$ cat src/sv/cdq_pkg.sv
// ----------------------------------------------------------------------------
// cdq_pkg
// Shared types and constants for the circular deque unit.
// ----------------------------------------------------------------------------
package cdq_pkg;

    localparam int WORD_W = 32;

    typedef enum logic [1:0] {
        OP_PUSH_FRONT = 2'd0,
        OP_PUSH_REAR  = 2'd1,
        OP_POP_FRONT  = 2'd2,
        OP_POP_REAR   = 2'd3
    } t_op;

    typedef enum logic [1:0] {
        ST_OK        = 2'd0,
        ST_OVERFLOW  = 2'd1,
        ST_UNDERFLOW = 2'd2
    } t_status;

    typedef logic signed [WORD_W-1:0] t_word;

    // per-cycle command broadcast to every cell
    typedef struct packed {
        logic shift_in;   // push at front: every word moves one cell back
        logic shift_out;  // pop at front: every word moves one cell forward
        logic put_rear;   // push at rear: the cell at the fill count loads
    } t_cell_ctl;

endpackage

$ cat src/sv/cdq_if.sv
// ----------------------------------------------------------------------------
// cdq_if
// Valid/ready channels for the circular deque unit: request and result.
// ----------------------------------------------------------------------------
interface cdq_in_if;
    logic                 valid;
    logic                 ready;
    logic [1:0]           op;
    logic signed [cdq_pkg::WORD_W-1:0] push_value;

    modport source (output valid, output op, output push_value, input ready);
    modport sink   (input valid, input op, input push_value, output ready);
endinterface

interface cdq_out_if #(
    parameter int CNT_W = 5
);
    logic                 valid;
    logic                 ready;
    logic signed [cdq_pkg::WORD_W-1:0] popped_value;
    logic [1:0]           status;
    logic [CNT_W-1:0]     occupancy;
    logic                 is_empty;
    logic                 is_full;

    modport source (output valid, output popped_value, output status,
                    output occupancy, output is_empty, output is_full,
                    input ready);
    modport sink   (input valid, input popped_value, input status,
                    input occupancy, input is_empty, input is_full,
                    output ready);
endinterface

$ cat src/sv/cdq_cell.sv
// ----------------------------------------------------------------------------
// cdq_cell
// One storage cell of the deque chain. Holds one word, takes its neighbor's
// word on a front push or pop, loads the new word on a rear push when it is
// the first free cell, and offers its word as the rear tap when it is last.
// ----------------------------------------------------------------------------
module cdq_cell #(
    parameter int IDX   = 0,
    parameter int CNT_W = 5
) (
    input  logic                  i_clk,
    input  cdq_pkg::t_cell_ctl    i_ctl,
    input  logic [CNT_W-1:0]      i_count,
    input  cdq_pkg::t_word        i_push_word,
    input  cdq_pkg::t_word        i_prev_word,
    input  cdq_pkg::t_word        i_next_word,
    output cdq_pkg::t_word        o_word,
    output cdq_pkg::t_word        o_rear_tap
);

    cdq_pkg::t_word r_word;
    cdq_pkg::t_word n_word;
    logic           w_is_free_head;
    logic           w_is_rear;

    assign w_is_free_head = (i_count == CNT_W'(IDX));
    assign w_is_rear      = (i_count == CNT_W'(IDX + 1));

    always_comb begin
        n_word = r_word;
        priority if (i_ctl.shift_in) begin
            n_word = (IDX == 0) ? i_push_word : i_prev_word;
        end else if (i_ctl.shift_out) begin
            n_word = i_next_word;
        end else if (i_ctl.put_rear && w_is_free_head) begin
            n_word = i_push_word;
        end else begin
            n_word = r_word;
        end
    end

    always_ff @(posedge i_clk) begin
        r_word <= n_word;
    end

    assign o_word     = r_word;
    assign o_rear_tap = w_is_rear ? r_word : '0;

endmodule

$ cat src/sv/circular_deque_unit.sv
// ----------------------------------------------------------------------------
// circular_deque_unit
// Double-ended queue of signed 32-bit words held in a chain of cells.
// ----------------------------------------------------------------------------
// Usage:
//   i_in carries one request word: op (push front, push rear, pop front,
//   pop rear) and push_value. o_out returns one result word per request:
//   popped_value, status (ok, overflow, underflow), occupancy after the
//   operation, and empty and full flags.
//   The front word always sits in cell 0 and the rear word in the cell just
//   below the fill count; a front push or pop moves every cell one step.
//   The result is loaded into the output register on acceptance; one request
//   is taken every cycle while the result side drains.
//   When the receiver stalls, the held result stays and i_in.ready drops
//   until it is taken. The rear read is an and-or over all DEPTH cells,
//   which sets the cycle time for large DEPTH.
//   Reset empties the deque at once (fill count cleared); no clearing pass.
//   Failed pushes and pops leave the contents unchanged.
// ----------------------------------------------------------------------------
module circular_deque_unit #(
    parameter int DEPTH = 16
) (
    input  logic        i_clk,
    input  logic        i_rst_n,
    cdq_in_if.sink      i_in,
    cdq_out_if.source   o_out
);

    localparam int CNT_W = $clog2(DEPTH + 1);

    logic [CNT_W-1:0]     r_count;
    logic [CNT_W-1:0]     n_count;
    logic                 r_out_valid;
    cdq_pkg::t_word       r_out_popped;
    cdq_pkg::t_status     r_out_status;
    logic [CNT_W-1:0]     r_out_occ;
    cdq_pkg::t_word       n_popped;
    cdq_pkg::t_status     n_status;
    cdq_pkg::t_cell_ctl   w_ctl;
    cdq_pkg::t_op         w_op;
    logic                 w_accept;
    logic                 w_full;
    logic                 w_empty;
    cdq_pkg::t_word       w_word [DEPTH];
    cdq_pkg::t_word       w_tap  [DEPTH];
    cdq_pkg::t_word       w_rear;

    assign i_in.ready = !r_out_valid || o_out.ready;
    assign w_accept   = i_in.valid && i_in.ready;
    assign w_op       = cdq_pkg::t_op'(i_in.op);
    assign w_full     = (r_count == CNT_W'(DEPTH));
    assign w_empty    = (r_count == '0);

    always_comb begin
        w_rear = '0;
        for (int k = 0; k < DEPTH; k++) begin
            w_rear = w_rear | w_tap[k];
        end
    end

    always_comb begin
        w_ctl    = '0;
        n_count  = r_count;
        n_popped = '0;
        n_status = cdq_pkg::ST_OK;
        unique case (w_op)
            cdq_pkg::OP_PUSH_FRONT: begin
                if (w_full) begin
                    n_status = cdq_pkg::ST_OVERFLOW;
                end else begin
                    w_ctl.shift_in = w_accept;
                    n_count        = r_count + CNT_W'(1);
                end
            end
            cdq_pkg::OP_PUSH_REAR: begin
                if (w_full) begin
                    n_status = cdq_pkg::ST_OVERFLOW;
                end else begin
                    w_ctl.put_rear = w_accept;
                    n_count        = r_count + CNT_W'(1);
                end
            end
            cdq_pkg::OP_POP_FRONT: begin
                if (w_empty) begin
                    n_status = cdq_pkg::ST_UNDERFLOW;
                end else begin
                    w_ctl.shift_out = w_accept;
                    n_popped        = w_word[0];
                    n_count         = r_count - CNT_W'(1);
                end
            end
            cdq_pkg::OP_POP_REAR: begin
                if (w_empty) begin
                    n_status = cdq_pkg::ST_UNDERFLOW;
                end else begin
                    n_popped = w_rear;
                    n_count  = r_count - CNT_W'(1);
                end
            end
            default: begin
                n_status = cdq_pkg::ST_OK;
            end
        endcase
    end

    for (genvar g = 0; g < DEPTH; g++) begin : g_cell
        cdq_cell #(
            .IDX   (g),
            .CNT_W (CNT_W)
        ) u_cell (
            .i_clk       (i_clk),
            .i_ctl       (w_ctl),
            .i_count     (r_count),
            .i_push_word (i_in.push_value),
            .i_prev_word (w_word[(g == 0) ? 0 : g - 1]),
            .i_next_word (w_word[(g == DEPTH - 1) ? g : g + 1]),
            .o_word      (w_word[g]),
            .o_rear_tap  (w_tap[g])
        );
    end

    always_ff @(posedge i_clk) begin
        if (!i_rst_n) begin
            r_count     <= '0;
            r_out_valid <= 1'b0;
        end else begin
            if (w_accept) begin
                r_count     <= n_count;
                r_out_valid <= 1'b1;
            end else if (o_out.ready) begin
                r_out_valid <= 1'b0;
            end
        end
    end

    always_ff @(posedge i_clk) begin
        if (w_accept) begin
            r_out_popped <= n_popped;
            r_out_status <= n_status;
            r_out_occ    <= n_count;
        end
    end

    assign o_out.valid        = r_out_valid;
    assign o_out.popped_value = r_out_popped;
    assign o_out.status       = r_out_status;
    assign o_out.occupancy    = r_out_occ;
    assign o_out.is_empty     = (r_out_occ == '0);
    assign o_out.is_full      = (r_out_occ == CNT_W'(DEPTH));

endmodule

$ cat src/flat_wrapper.sv
// flat-port wrapper written by rule: the top's interface ports become plain ports
module circular_deque_unit_flat 
#(
    parameter int DEPTH = 16
)
  (i_clk, i_rst_n, i_in_valid, i_in_op, i_in_push_value, i_in_ready, o_out_valid, o_out_popped_value, o_out_status, o_out_occupancy, o_out_is_empty, o_out_is_full, o_out_ready);
  cdq_in_if i_in_i ();
  cdq_out_if #(.CNT_W(($clog2(DEPTH + 1)))) o_out_i ();
  input  logic i_clk;
  input  logic i_rst_n;
  input wire logic [$bits(i_in_i.valid)-1:0] i_in_valid;
  input wire logic [$bits(i_in_i.op)-1:0] i_in_op;
  input wire logic [$bits(i_in_i.push_value)-1:0] i_in_push_value;
  output wire logic [$bits(i_in_i.ready)-1:0] i_in_ready;
  output wire logic [$bits(o_out_i.valid)-1:0] o_out_valid;
  output wire logic [$bits(o_out_i.popped_value)-1:0] o_out_popped_value;
  output wire logic [$bits(o_out_i.status)-1:0] o_out_status;
  output wire logic [$bits(o_out_i.occupancy)-1:0] o_out_occupancy;
  output wire logic [$bits(o_out_i.is_empty)-1:0] o_out_is_empty;
  output wire logic [$bits(o_out_i.is_full)-1:0] o_out_is_full;
  input wire logic [$bits(o_out_i.ready)-1:0] o_out_ready;
  assign i_in_i.valid = i_in_valid;
  assign i_in_i.op = i_in_op;
  assign i_in_i.push_value = i_in_push_value;
  assign i_in_ready = i_in_i.ready;
  assign o_out_valid = o_out_i.valid;
  assign o_out_popped_value = o_out_i.popped_value;
  assign o_out_status = o_out_i.status;
  assign o_out_occupancy = o_out_i.occupancy;
  assign o_out_is_empty = o_out_i.is_empty;
  assign o_out_is_full = o_out_i.is_full;
  assign o_out_i.ready = o_out_ready;
  circular_deque_unit #(.DEPTH(DEPTH)) u_core (.i_clk(i_clk), .i_rst_n(i_rst_n), .i_in(i_in_i), .o_out(o_out_i));
endmodule
$ cat config.mk
export PLATFORM = sky130hd
export DESIGN_NAME = circular_deque_unit_flat
export DESIGN_NICKNAME = d
export VERILOG_FILES = /design/src/sv/cdq_pkg.sv /design/src/sv/cdq_if.sv /design/src/sv/cdq_cell.sv /design/src/sv/circular_deque_unit.sv /design/src/flat_wrapper.sv
export SDC_FILE = /design/constraint.sdc
export NUM_CORES = 1
export LEC_CHECK = 0
export BUFFER_PORTS_ARGS = -buffer_cell sky130_fd_sc_hd__clkbuf_2
export CORE_MARGIN = 5
export CORE_UTILIZATION = 30
export CTS_CLUSTER_SIZE = 24
export DETAILED_ROUTE_END_ITERATION = 16
export GPL_ROUTABILITY_DRIVEN = 0
export MAX_ROUTING_LAYER = met4
export SYNTH_ARGS = -nofsm -noshare
export SYNTH_HDL_FRONTEND = slang
export SYNTH_SLANG_ARGS = --single-unit
$ cat constraint.sdc
create_clock -name i_clk -period 6.3 [get_ports i_clk]
set_input_delay 0.315 -clock i_clk [delete_from_list [all_inputs] [get_ports i_clk]]
set_output_delay 0.315 -clock i_clk [all_outputs]
set_load 0.005 [all_outputs]
* Word level (Yosys, flattened, before mapping) *
Index checks and enable logic that the tools add are counted.

storage, ports and cells
  register bits after elaboration = 557
  input port bits = 38
  output and inout bits = 43
  word-level logic and storage cells = 181

cells by class
  add/sub/neg operators = 2
  equality and inequality tests = 21
  muxes and demuxes = 80
  bitwise operators = 15
  reduce and logical (&&, ||, !) cells = 42

operators by type and width
  cell                                                 count
  2-to-1 mux 32 bit                                    66
  OR 32 bit                                            15
  one-hot mux 32 bit (2 select lines)                  1
  nonzero test 3 bit                                   15
  equality test 5 x 4 -> 1 bit, second input constant  8
  equality test 5 x 3 -> 1 bit, second input constant  4
  logical AND 1 bit                                    17
  equality test 5 x 2 -> 1 bit, second input constant  2
  equality test 5 bit, second input constant           2
  logical NOT 5 bit                                    2
  2-to-1 mux 5 bit                                     2
  one-hot mux 5 bit (2 select lines)                   1
  2-to-1 mux 1 bit                                     8
  adder 5 x 1 -> 5 bit, second input constant          1
  equality test 5 x 1 -> 1 bit, second input constant  1
  subtractor 5 x 1 -> 5 bit, second input constant     1
  equality test 2 bit, second input constant           2
  one-hot mux 2 bit (2 select lines)                   1
  nonzero test 2 bit                                   2
  OR reduction 2 bit                                   2
  equality test 2 x 1 -> 1 bit, second input constant  1
  logical NOT 2 bit                                    1
  2-to-1 mux 2 bit                                     1
  != test 2 x 1 -> 1 bit, second input constant        1
  other kinds (3)                                      3

* Depth between registers and ports, before layout *
Gate-level depths: netlist of the first run.

  depth after elaboration = 19
  gate-level depth with buffers = 13
  depth with buffers taken out = 7

* Hierarchy *
A second synthesis of the first run with hierarchy kept.

second synthesis, totals
  cells, all modules = 3,559
  area total of the unflattened synthesis = 36,780.3 um^2

modules (own cells, without submodules)
  module                                   instances  cells an instance  area an instance (um^2)  sequential area each (um^2)
  cdq_cell (u_core.g_cell[10].u_cell ...)  3          215                2,217.1                  960.9
  cdq_cell (u_core.g_cell[2].u_cell ...)   3          215                2,117.0                  960.9
  cdq_cell (u_core.g_cell[5].u_cell ...)   2          215                2,170.8                  960.9
  circular_deque_unit                      1          328                3,201.8                  1,291.2
  cdq_cell (u_core.g_cell[11].u_cell)      1          214                2,175.8                  960.9
  cdq_cell (u_core.g_cell[1].u_cell)       1          215                2,169.6                  960.9
  cdq_cell (u_core.g_cell[15].u_cell)      1          182                2,115.8                  960.9
  cdq_cell (u_core.g_cell[7].u_cell)       1          182                2,114.5                  960.9
  cdq_cell (u_core.g_cell[13].u_cell)      1          214                2,067.0                  960.9
  cdq_cell (u_core.g_cell[14].u_cell)      1          214                2,044.5                  960.9
  cdq_cell (u_core.g_cell[3].u_cell)       1          180                1,904.3                  960.9
  cdq_cell (u_core.g_cell[0].u_cell)       1          110                1,642.8                  960.9

* Worst setup path before layout of the first run *
Ideal clock, no wire load.

  path kind = reg-to-reg
  from = reg u_core.r_count[0]
  to = reg u_core.g_cell[1].u_cell.r_word[0] (enable)
  library setup time = 0.511 ns
  arrival time = 4.993 ns
  setup slack = 0.796 ns
  cell stages (with the launch flop) = 9
  buffers on the path = 2
  clock period less this slack = 5.504 ns
  path through = dfxtp_1 > clkbuf_1 > inv_1 > ha_1 > and4bb_1 > buf_6 > nor2_2 > nand3_1 > o41ai_1

between the ends
  word-level cells in the longest chain between the ends = 5
  elaborated cells between the ends (all ways) = 10

ends and longest elaborated chain
  what                                     line                                                  text
  from (decl)                              circular_deque_unit.sv:31                             logic [CNT_W-1:0] r_count;
  from (signal assigned)                   circular_deque_unit.sv:128                            r_count <= n_count;
  equality test 5 bit                      circular_deque_unit.sv:51                             assign w_full = (r_count == CNT_W'(DEPTH));
  2-to-1 mux 1 bit                         circular_deque_unit.sv:68, circular_deque_unit.sv:76
  2-to-1 mux 1 bit                         circular_deque_unit.sv:66                             unique case (w_op)
  logical AND 1 bit                        cdq_cell.sv:35                                        end else if (i_ctl.put_rear && w_is_free_head) begin
  nonzero test 3 bit (no source line) (*)  --
  to (signal assigned)                     cdq_cell.sv:43                                        r_word <= n_word;
  to (decl)                                cdq_cell.sv:21                                        cdq_pkg::t_word r_word;

Mark *: on every way between the ends. The rest lies on a longest branch, timed or not.
A chain may end at the register's enable or synchronous reset.

* Final worst setup path of the first run *
  from = reg u_core.r_count[2]
  to = reg u_core.g_cell[0].u_cell.r_word[15], data pin

between the ends
  word-level cells in the longest chain between the ends = 5
  elaborated cells between the ends (all ways) = 8

ends and longest elaborated chain
  what                                    line                       text
  logical NOT 5 bit                       circular_deque_unit.sv:52  assign w_empty = (r_count == '0);
  2-to-1 mux 1 bit                        circular_deque_unit.sv:84  if (w_empty) begin
  2-to-1 mux 1 bit                        circular_deque_unit.sv:66
  2-to-1 mux 32 bit                       cdq_cell.sv:33             end else if (i_ctl.shift_out) begin
  2-to-1 mux 32 bit (*)                   cdq_cell.sv:31             priority if (i_ctl.shift_in) begin
  via u_core.g_cell[0].u_cell.n_word[15]  cdq_cell.sv:22             cdq_pkg::t_word n_word;
  to (signal assigned)                    cdq_cell.sv:43
  to (decl)                               cdq_cell.sv:21

Mark *: on every way through the listed nets, which the timed path passes. The rest lies on a longest branch.

==> impl_metrics.prom, run 1 <==
# TYPE chip_impl_metric gauge
chip_impl_metric{name="number_of_global_route_vias_before_repair",unit=""} 20171
chip_impl_metric{name="vias",unit=""} 21337
chip_impl_metric{name="drive_gt1_share",unit="%"} 18.79
chip_impl_metric{name="post_synthesis_sequential_area_ratio",unit="%"} 59.37
chip_impl_info{name="hp-start",value="i_in_push_value[13]"} 1
chip_impl_info{name="unrepaired_setup_endpoints_after_global_routing",value="false"} 1
chip_impl_metric{name="synth_cells",unit=""} 1946
chip_impl_metric{name="finalSetupTns",unit="ps"} 0
chip_impl_info{name="cp-start-kind",value="flip-flop"} 1
chip_impl_metric{name="ctsHtreeMaxLevel",unit=""} 3
chip_impl_metric{name="cts_repair_resize_count",unit=""} 0
chip_impl_metric{name="fin_nets",unit=""} 1983
chip_impl_metric{name="global_route.usage.met3",unit="%"} 4.405
chip_impl_metric{name="post_synth_instance_area",unit="um2"} 28070
chip_impl_metric{name="post-route-period-util",unit="%"} 64.21
chip_impl_metric{name="worst-endpoint-arrival",unit="ps"} 4390
chip_impl_metric{name="die_h",unit="um"} 315.9
chip_impl_metric{name="cp_data_required_time",unit="ps"} 6640
chip_impl_metric{name="initial_utilization",unit="%"} 30.17
chip_impl_metric{name="pin_count_of_the_biggest_net_entering_global_routing",unit=""} 182
chip_impl_metric{name="grt_residual_overflow",unit=""} 0
chip_impl_metric{name="cts.reportedPaths.clkPinSlew",unit="ps"} 60
chip_impl_info{name="worstHoldEndpoint",value="u_core.g_cell[0].u_cell.o_word[13]"} 1
chip_impl_metric{name="post_synth.cell_area_avg",unit="um2"} 14.42
chip_impl_info{name="timing.hold.worst.class",value="input pin to flip-flop"} 1
chip_impl_metric{name="port_buffer_cells",unit=""} 80
chip_impl_info{name="status",value="completed"} 1
chip_impl_metric{name="reg2reg_setup_slack",unit="ps"} 2250
chip_impl_metric{name="sequentialPowerShare",unit="%"} 48.6
chip_impl_info{name="grt-busiest-layer",value="met2"} 1
chip_impl_metric{name="setup_violations",unit=""} 0
chip_impl_metric{name="finish.utilization",unit="%"} 33.95
chip_impl_metric{name="ys_types",unit=""} 74
chip_impl_metric{name="placementRows",unit=""} 112
chip_impl_metric{name="synth_edf_count",unit=""} 551
chip_impl_metric{name="max_slew.worst_pin.slew",unit="ps"} 1234
chip_impl_metric{name="netlist.area_leader.share",unit="%"} 58.95
chip_impl_info{name="reg2reg_from",value="u_core.r_count[2]"} 1
chip_impl_metric{name="first_pass_iters",unit=""} 6
chip_impl_metric{name="max-clock-path-buffers",unit=""} 3
chip_impl_metric{name="total_leakage_power",unit="uW"} 0.009915
chip_impl_metric{name="core_area",unit="um2"} 93050
chip_impl_metric{name="cts_buffers",unit=""} 66
chip_impl_metric{name="power.internal",unit="uW"} 6955
chip_impl_info{name="worstReg2RegEnd",value="u_core.g_cell[0].u_cell.o_word[15]"} 1
chip_impl_metric{name="place.detailed.hpwl",unit="um"} 59560
chip_impl_metric{name="ys_ff_latch",unit=""} 557
chip_impl_metric{name="achievable-frequency",unit="MHz"} 247.2
chip_impl_metric{name="number_of_maximum_capacitance_constraint_violations",unit=""} 0
chip_impl_info{name="cts_root_buffer",value="clkbuf_16"} 1
chip_impl_metric{name="final_routed_wirelength_across_all_metal_layers",unit="um"} 101600
chip_impl_metric{name="p_sw",unit="uW"} 2672
chip_impl_metric{name="top_level_port_count",unit=""} 81
chip_impl_metric{name="clkSinkCount",unit=""} 557
chip_impl_metric{name="groute.layer.met1.usage",unit="%"} 27.13
chip_impl_metric{name="crit_path_max_fanout",unit=""} 181
chip_impl_metric{name="comb_power_share",unit="%"} 14.7
chip_impl_info{name="netlist_top_cells_area",value="edfxtp_1, a221o_1, mux2i_1, mux2_2, buf_2"} 1
chip_impl_info{name="cp-startpoint",value="u_core.r_count[2]"} 1
chip_impl_metric{name="vdd_drop_max",unit="V"} 0.0001854
chip_impl_metric{name="drt_iter0_drc",unit=""} 4243
chip_impl_metric{name="worst_hold_path.num_cells",unit=""} 2
chip_impl_metric{name="groute.usage.overall",unit="%"} 19.92
chip_impl_metric{name="route.detailed.vias_per_inst",unit=""} 6.581
chip_impl_metric{name="post_synth_net_total",unit=""} 1990
chip_impl_metric{name="yosys_warnings",unit=""} 0
chip_impl_metric{name="die_x",unit="um"} 315.9
chip_impl_metric{name="p_per_area",unit="nW/um2"} 304.7
chip_impl_info{name="synth_top_area_cell",value="edfxtp_1"} 1
chip_impl_metric{name="rr_worst_depth",unit=""} 6
chip_impl_metric{name="power.clock.fraction",unit="%"} 36.7
chip_impl_metric{name="grt.met2_usage",unit="%"} 29.42
chip_impl_metric{name="synthToLayoutAreaGrowth",unit="%"} 12.54
chip_impl_info{name="setup.worst_path.class",value="flip-flop to flip-flop"} 1
chip_impl_metric{name="routed_antenna_nets",unit=""} 0
chip_impl_metric{name="power_switching_share",unit="%"} 27.76
chip_impl_info{name="setup.worst_path.end_class",value="flip-flop"} 1
chip_impl_metric{name="routed_len_inst",unit="um"} 31.32
chip_impl_metric{name="drcViolationCount",unit=""} 0
chip_impl_metric{name="clock_latency",unit="ps"} 610
chip_impl_metric{name="die_ar",unit="um2"} 99780
chip_impl_metric{name="ys_async_sr_fraction",unit="%"} 0
chip_impl_metric{name="slew_headroom",unit="%"} 17.45
chip_impl_metric{name="report.final.hold_viol_count",unit=""} 0
chip_impl_metric{name="timing.final.max_slew_violations",unit=""} 0
chip_impl_metric{name="skew",unit="ps"} 24.69
chip_impl_metric{name="grt_pass1_wl",unit="um"} 144300
chip_impl_info{name="tritoncts",value="yes"} 1
chip_impl_info{name="ys_dominant_reg_cell",value="edfxtp_1"} 1
chip_impl_metric{name="final_period_minus_worst_setup_slack",unit="ps"} 4045
chip_impl_metric{name="antenna_found_initial",unit=""} 3
-- cells by family after synthesis --
logic type | share of synthesized area [%]
AOI/OAI and AO/OA | 24.72
DFF | 59.37
buffers and inverters | 4.778
muxes | 7.284
and+or+nand+nor | 3.548
adders and majority gates | 0.2674
xor gates and xnor gates | 0.03121
-- power groups by stage --
stage | sequential, uW | clock, uW | combinational (uW)
after floorplan | 4660 | 0 | 890
after global placement | 4730 | 0 | 1340
after detailed placement | 4740 | 0 | 1380
after CTS | 4670 | 3600 | 1390
after global routing | 4690 | 3740 | 1470
final | 4680 | 3530 | 1420
-- what timing repair did --
item / 4_1_cts / 5_1_grt
hold endpoints to repair: 2 / 0
hold buffers: 1 / 0
buffers inserted: 0 / 0
-- state kept, by name (all words and copies together) (netlist names) --
register	cells
u_core.r_count	5
u_core.o_out.valid	1
u_core.o_out.status	2
u_core.o_out.popped_value	32
u_core.o_out.occupancy	5
u_core.g_cell.u_cell.o_word	512
-- cells in the final DEF, fill, tap and decap left out, types with 17 or more instances in the layout --
master / n
a221o_1: 449
a211oi_1: 21
a21oi_1: 29
o211ai_1: 20
a22oi_1: 36
clkbuf_16: 69
mux2i_1: 103
o21ai_0: 28
a21boi_1: 17
buf_4: 66
mux2_2: 66
nand2_1: 55
a22o_1: 26
a31oi_1: 18
clkbuf_1: 18
clkbuf_2: 80
nor2_1: 41
edfxtp_1: 551
-- through the flow --
step	std cells	hold WS (ps)	cell area (um2)	setup WS (ps)	power (uW)
2_1_floorplan	1946	444.5	28070	796.0	5554
4_1_cts	3239	11.64	31580	2357	9647
6_report	3242	43.99	31590	2255	9627
3_3_place_gp	3124	570.1	29650	2409	6077
3_5_place_dp	3124	572.3	29650	2386	6111
5_1_grt	3242	32.62	31590	2216	9900
-- synth_stat cells (all sizes together) (8+ instances only) --
library cell / instances
a211oi: 21
a21boi: 32
a21oi: 29
a221o: 449
a221oi: 16
a22o: 26
a22oi: 37
a2bb2oi: 8
a31oi: 18
buf: 165
clkbuf: 64
edfxtp: 551
inv: 15
mux2: 66
mux2i: 103
mux4: 12
nand2: 56
nand3: 9
nand3b: 16
nor2: 42
o211ai: 20
o21ai: 39
o221ai: 11
o22ai: 15
o2bb2ai: 9
-- layer usage --
metal / vias up / part of all wire (%)
li1: 8491 / -
met1: 10830 / 40
met2: 1732 / 44
met3: 284 / 12
met4: 0 / 3.8
met5: - / 0
-- how the worst max path moves through the flow --
stage,to,slack [ps],cells after the start
4_1_cts,u_core.g_cell[8].u_cell.o_word[27],2360,7
6_report,u_core.g_cell[0].u_cell.o_word[15],2250,6
3_5_place_dp,u_core.g_cell[8].u_cell.o_word[22],2390,7
3_3_place_gp,u_core.g_cell[8].u_cell.o_word[22],2410,7
5_1_grt,u_core.g_cell[0].u_cell.o_word[9],2220,6
2_1_floorplan,u_core.g_cell[1].u_cell.o_word[0],800,8
-- worst max-delay path, stage by stage, from the launching register on --
cell	delay [ps]
dfxtp_4	780
buf_4	720
or4b_4	320
nand2_4	290
nor3_4	440
buf_12	540
mux2_2	410
-- layout make-up --
type | count | area (um2)
diodes | 3 | 7.507
flip-flops and latches | 557 | 16670
repair buffers | 154 | 1046
well taps | 1254 | 1569
inverters | 15 | 56.30
fillers | 8942 | 61460
multi-input cells | 1145 | 10320
clock buffers | 87 | 1794
clock inverters | 27 | 123.9
No activity file was read; power rests on OpenSTA's default activity.
==> inputs of run 2 (changes only) <==
==> constraint.sdc (replaced) <==
create_clock -name i_clk -period 3.7 [get_ports i_clk]
set_input_delay 0.185 -clock i_clk [delete_from_list [all_inputs] [get_ports i_clk]]
set_output_delay 0.185 -clock i_clk [all_outputs]
set_load 0.005 [all_outputs]
==> run 2 against run 1 <==
Flip-flop and latch count did not move; largest cell class unchanged; maximum frequency rose by 21%; cell count increased by 2.6%; combinational power rose by 81%; via count rose by 1.4%; first-iteration DRC count down 15%; cell area up 3.3%; core utilization rose by 1.1 points; register-to-register slack worse by 1900 ps; global-route usage increased by 0.24 points; sequential share of layout area fell by 1.7 points; critical endpoint is now u_core.g_cell[6].u_cell.o_word[15]; non-clock buffer count grew 91.
==> impl_metrics.prom, run 2 (synthesized netlist as in run 1, its figures left out) <==
# TYPE chip_impl_metric gauge
chip_impl_info{name="unrepaired_setup_endpoints_after_global_routing",value="false"} 1
chip_impl_info{name="critical_path_top_delay_cell",value="dfxtp_1"} 1
chip_impl_metric{name="slew_headroom",unit="%"} 18.45
chip_impl_metric{name="port_buffer_cells",unit=""} 80
chip_impl_metric{name="max-clock-path-buffers",unit=""} 3
chip_impl_metric{name="die_h",unit="um"} 315.9
chip_impl_metric{name="place.detailed.hpwl",unit="um"} 62190
chip_impl_metric{name="post-route-worst-setup-slack",unit="ps"} 366.5
chip_impl_metric{name="route.detailed.vias_per_inst",unit=""} 6.506
chip_impl_metric{name="cts_repair_resize_count",unit=""} 0
chip_impl_metric{name="initial_utilization",unit="%"} 30.17
chip_impl_metric{name="routed_antenna_nets",unit=""} 0
chip_impl_metric{name="rr_worst_depth",unit=""} 8
chip_impl_metric{name="groute.usage.overall",unit="%"} 20.16
chip_impl_metric{name="p_per_area",unit="nW/um2"} 515.1
chip_impl_metric{name="detailed_place.area",unit="um2"} 30290
chip_impl_metric{name="drive_gt1_share",unit="%"} 20.88
chip_impl_metric{name="cp_data_required_time",unit="ps"} 4080
chip_impl_metric{name="report.final.hold_viol_count",unit=""} 0
chip_impl_metric{name="reg2reg_setup_slack",unit="ps"} 370
chip_impl_metric{name="vias",unit=""} 21633
chip_impl_metric{name="worst-endpoint-arrival",unit="ps"} 3720
chip_impl_metric{name="first_pass_iters",unit=""} 6
chip_impl_metric{name="core_area",unit="um2"} 93050
chip_impl_metric{name="crit_buf_inv",unit=""} 3
chip_impl_info{name="cp-start-kind",value="flip-flop"} 1
chip_impl_metric{name="cp_num_cells",unit=""} 8
chip_impl_metric{name="setup_violations",unit=""} 0
chip_impl_info{name="mostFrequentLayoutCell",value="edfxtp_1"} 1
chip_impl_metric{name="timing.final.max_slew_violations",unit=""} 0
chip_impl_info{name="status",value="completed"} 1
chip_impl_metric{name="clkSinkCount",unit=""} 557
chip_impl_metric{name="layoutNonFillerInstCount",unit=""} 3325
chip_impl_info{name="tritoncts",value="yes"} 1
chip_impl_metric{name="achievable-frequency",unit="MHz"} 300.0
chip_impl_metric{name="number_of_maximum_capacitance_constraint_violations",unit=""} 0
chip_impl_metric{name="fin_total_pwr",unit="uW"} 16820
chip_impl_metric{name="max_slew.worst_pin.slew",unit="ps"} 1219
chip_impl_metric{name="largest_reg_flops",unit=""} 512
chip_impl_metric{name="final_period_minus_worst_setup_slack",unit="ps"} 3334
chip_impl_metric{name="drt_iter0_drc",unit=""} 3624
chip_impl_info{name="timing.critical_path.cells",value="inv_1 > ha_1 > and4bb_1 > buf_4 > a22oi_2 > buf_4 > a21boi_1 > a221o_1"} 1
chip_impl_metric{name="skew",unit="ps"} 25.94
chip_impl_metric{name="fin_nets",unit=""} 2068
chip_impl_metric{name="pin_count_of_the_biggest_net_entering_global_routing",unit=""} 89
chip_impl_metric{name="grt_pass1_wl",unit="um"} 146200
chip_impl_info{name="critical-path-top-cell-by-count",value="buf_4"} 1
chip_impl_metric{name="worst_hold_path.num_cells",unit=""} 2
chip_impl_metric{name="number_of_global_route_vias_before_repair",unit=""} 20585
chip_impl_info{name="setup.worst_path.end_class",value="flip-flop"} 1
chip_impl_metric{name="placedCellCount",unit=""} 3181
chip_impl_info{name="most-common-layout-cells",value="edfxtp_1, a221o_1, buf_4"} 1
chip_impl_metric{name="vdd_drop_max",unit="V"} 0.0003207
chip_impl_metric{name="ctsHtreeMaxLevel",unit=""} 2
chip_impl_info{name="setup.worst_path.class",value="flip-flop to flip-flop"} 1
chip_impl_info{name="cp_top_family",value="compound AO/OA/AOI/OAI gates"} 1
chip_impl_metric{name="post-route-period-util",unit="%"} 90.10
chip_impl_metric{name="post-place-ws",unit="ps"} 474.4
chip_impl_metric{name="clock_latency",unit="ps"} 650
chip_impl_info{name="timing.hold.worst.class",value="input pin to flip-flop"} 1
chip_impl_metric{name="synthToLayoutAreaGrowth",unit="%"} 16.29
chip_impl_info{name="cts_root_buffer",value="clkbuf_16"} 1
chip_impl_metric{name="final_routed_wirelength_across_all_metal_layers",unit="um"} 102800
chip_impl_metric{name="crit_path_max_fanout",unit=""} 21
chip_impl_metric{name="postCtsSetupBuffers",unit=""} 0
chip_impl_metric{name="top_level_port_count",unit=""} 81
chip_impl_metric{name="hold_buffers",unit=""} 35
chip_impl_metric{name="cts_buffers",unit=""} 60
chip_impl_metric{name="die_x",unit="um"} 315.9
chip_impl_metric{name="grt_residual_overflow",unit=""} 0
chip_impl_metric{name="antenna_found_initial",unit=""} 4
chip_impl_metric{name="max_stage_delay",unit="ps"} 510
chip_impl_metric{name="post-route-cell-area",unit="um2"} 32640
chip_impl_metric{name="drcViolationCount",unit=""} 0
chip_impl_metric{name="fillers",unit=""} 8957
chip_impl_metric{name="routed_len_inst",unit="um"} 30.92
chip_impl_metric{name="placementRows",unit=""} 112
chip_impl_metric{name="die_ar",unit="um2"} 99780
chip_impl_metric{name="cts.reportedPaths.clkPinSlew",unit="ps"} 60
chip_impl_metric{name="finalSetupTns",unit="ps"} 0
chip_impl_metric{name="total_leakage_power",unit="uW"} 0.01043
## run 2: changes by cell type in the layout (fill, tap and decap cells not counted), moves of 7 or more
| cell | change |
|---|---|
| bufinv_16 | +10 |
| dlygate4sd3_1 | +34 |
| clkbuf_1 | -7 |
| buf_4 | +42 |
| buf_12 | +15 |
| clkbuf_16 | -9 |
## run 2: per-layer routing
metal  vias up  GRT usage [%]  wire [um]
met5         -              -          0
met4         0          9.179       5379
met3       335          4.588      11630
met2      1688          28.92      44440
met1     10956          27.28      41370
li1       8654              -          -
## run 2: cell type report
type	instances	area [um2]	share of cell area, %
Sequential cell	557	16670	51.08
Multi-Input combinational cell	1145	10340	31.68
Timing Repair Buffer	245	2002	6.133
Tap cell	1254	1569	4.807
Clock buffer	71	1543	4.726
Clock inverter	36	452.9	1.388
Inverter	15	56.30	0.1725
Antenna cell	2	5.005	0.01533
## run 2: path summary, 6_finish.rpt
kind	start	to
worst min-delay path	i_in_op[1]	u_core.o_out.occupancy[4]
worst min register to register	u_core.g_cell[15].u_cell.o_word[6]	u_core.g_cell[14].u_cell.o_word[6]
worst max-delay path	u_core.r_count[0]	u_core.g_cell[6].u_cell.o_word[15]
worst max register to register	u_core.r_count[0]	u_core.g_cell[6].u_cell.o_word[15]
## run 2: metrics by stage
| stage | hold WS [ps] | util (%) |
|---|---|---|
| 5_1_grt | 229.0 | 35.08 |
| 6_report | 208.8 | 35.08 |
| 3_3_place_gp | 457.7 | 32.55 |
| 3_5_place_dp | 461.2 | 32.55 |
| 4_1_cts | 173.2 | 35.08 |
| 2_1_floorplan | 314.5 | - |
## run 2: report_power, final
part	switching, uW	internal (uW)	total (uW)
clock network	2620	3660	6280
logic	1610	964	2570
registers	385	7580	7960
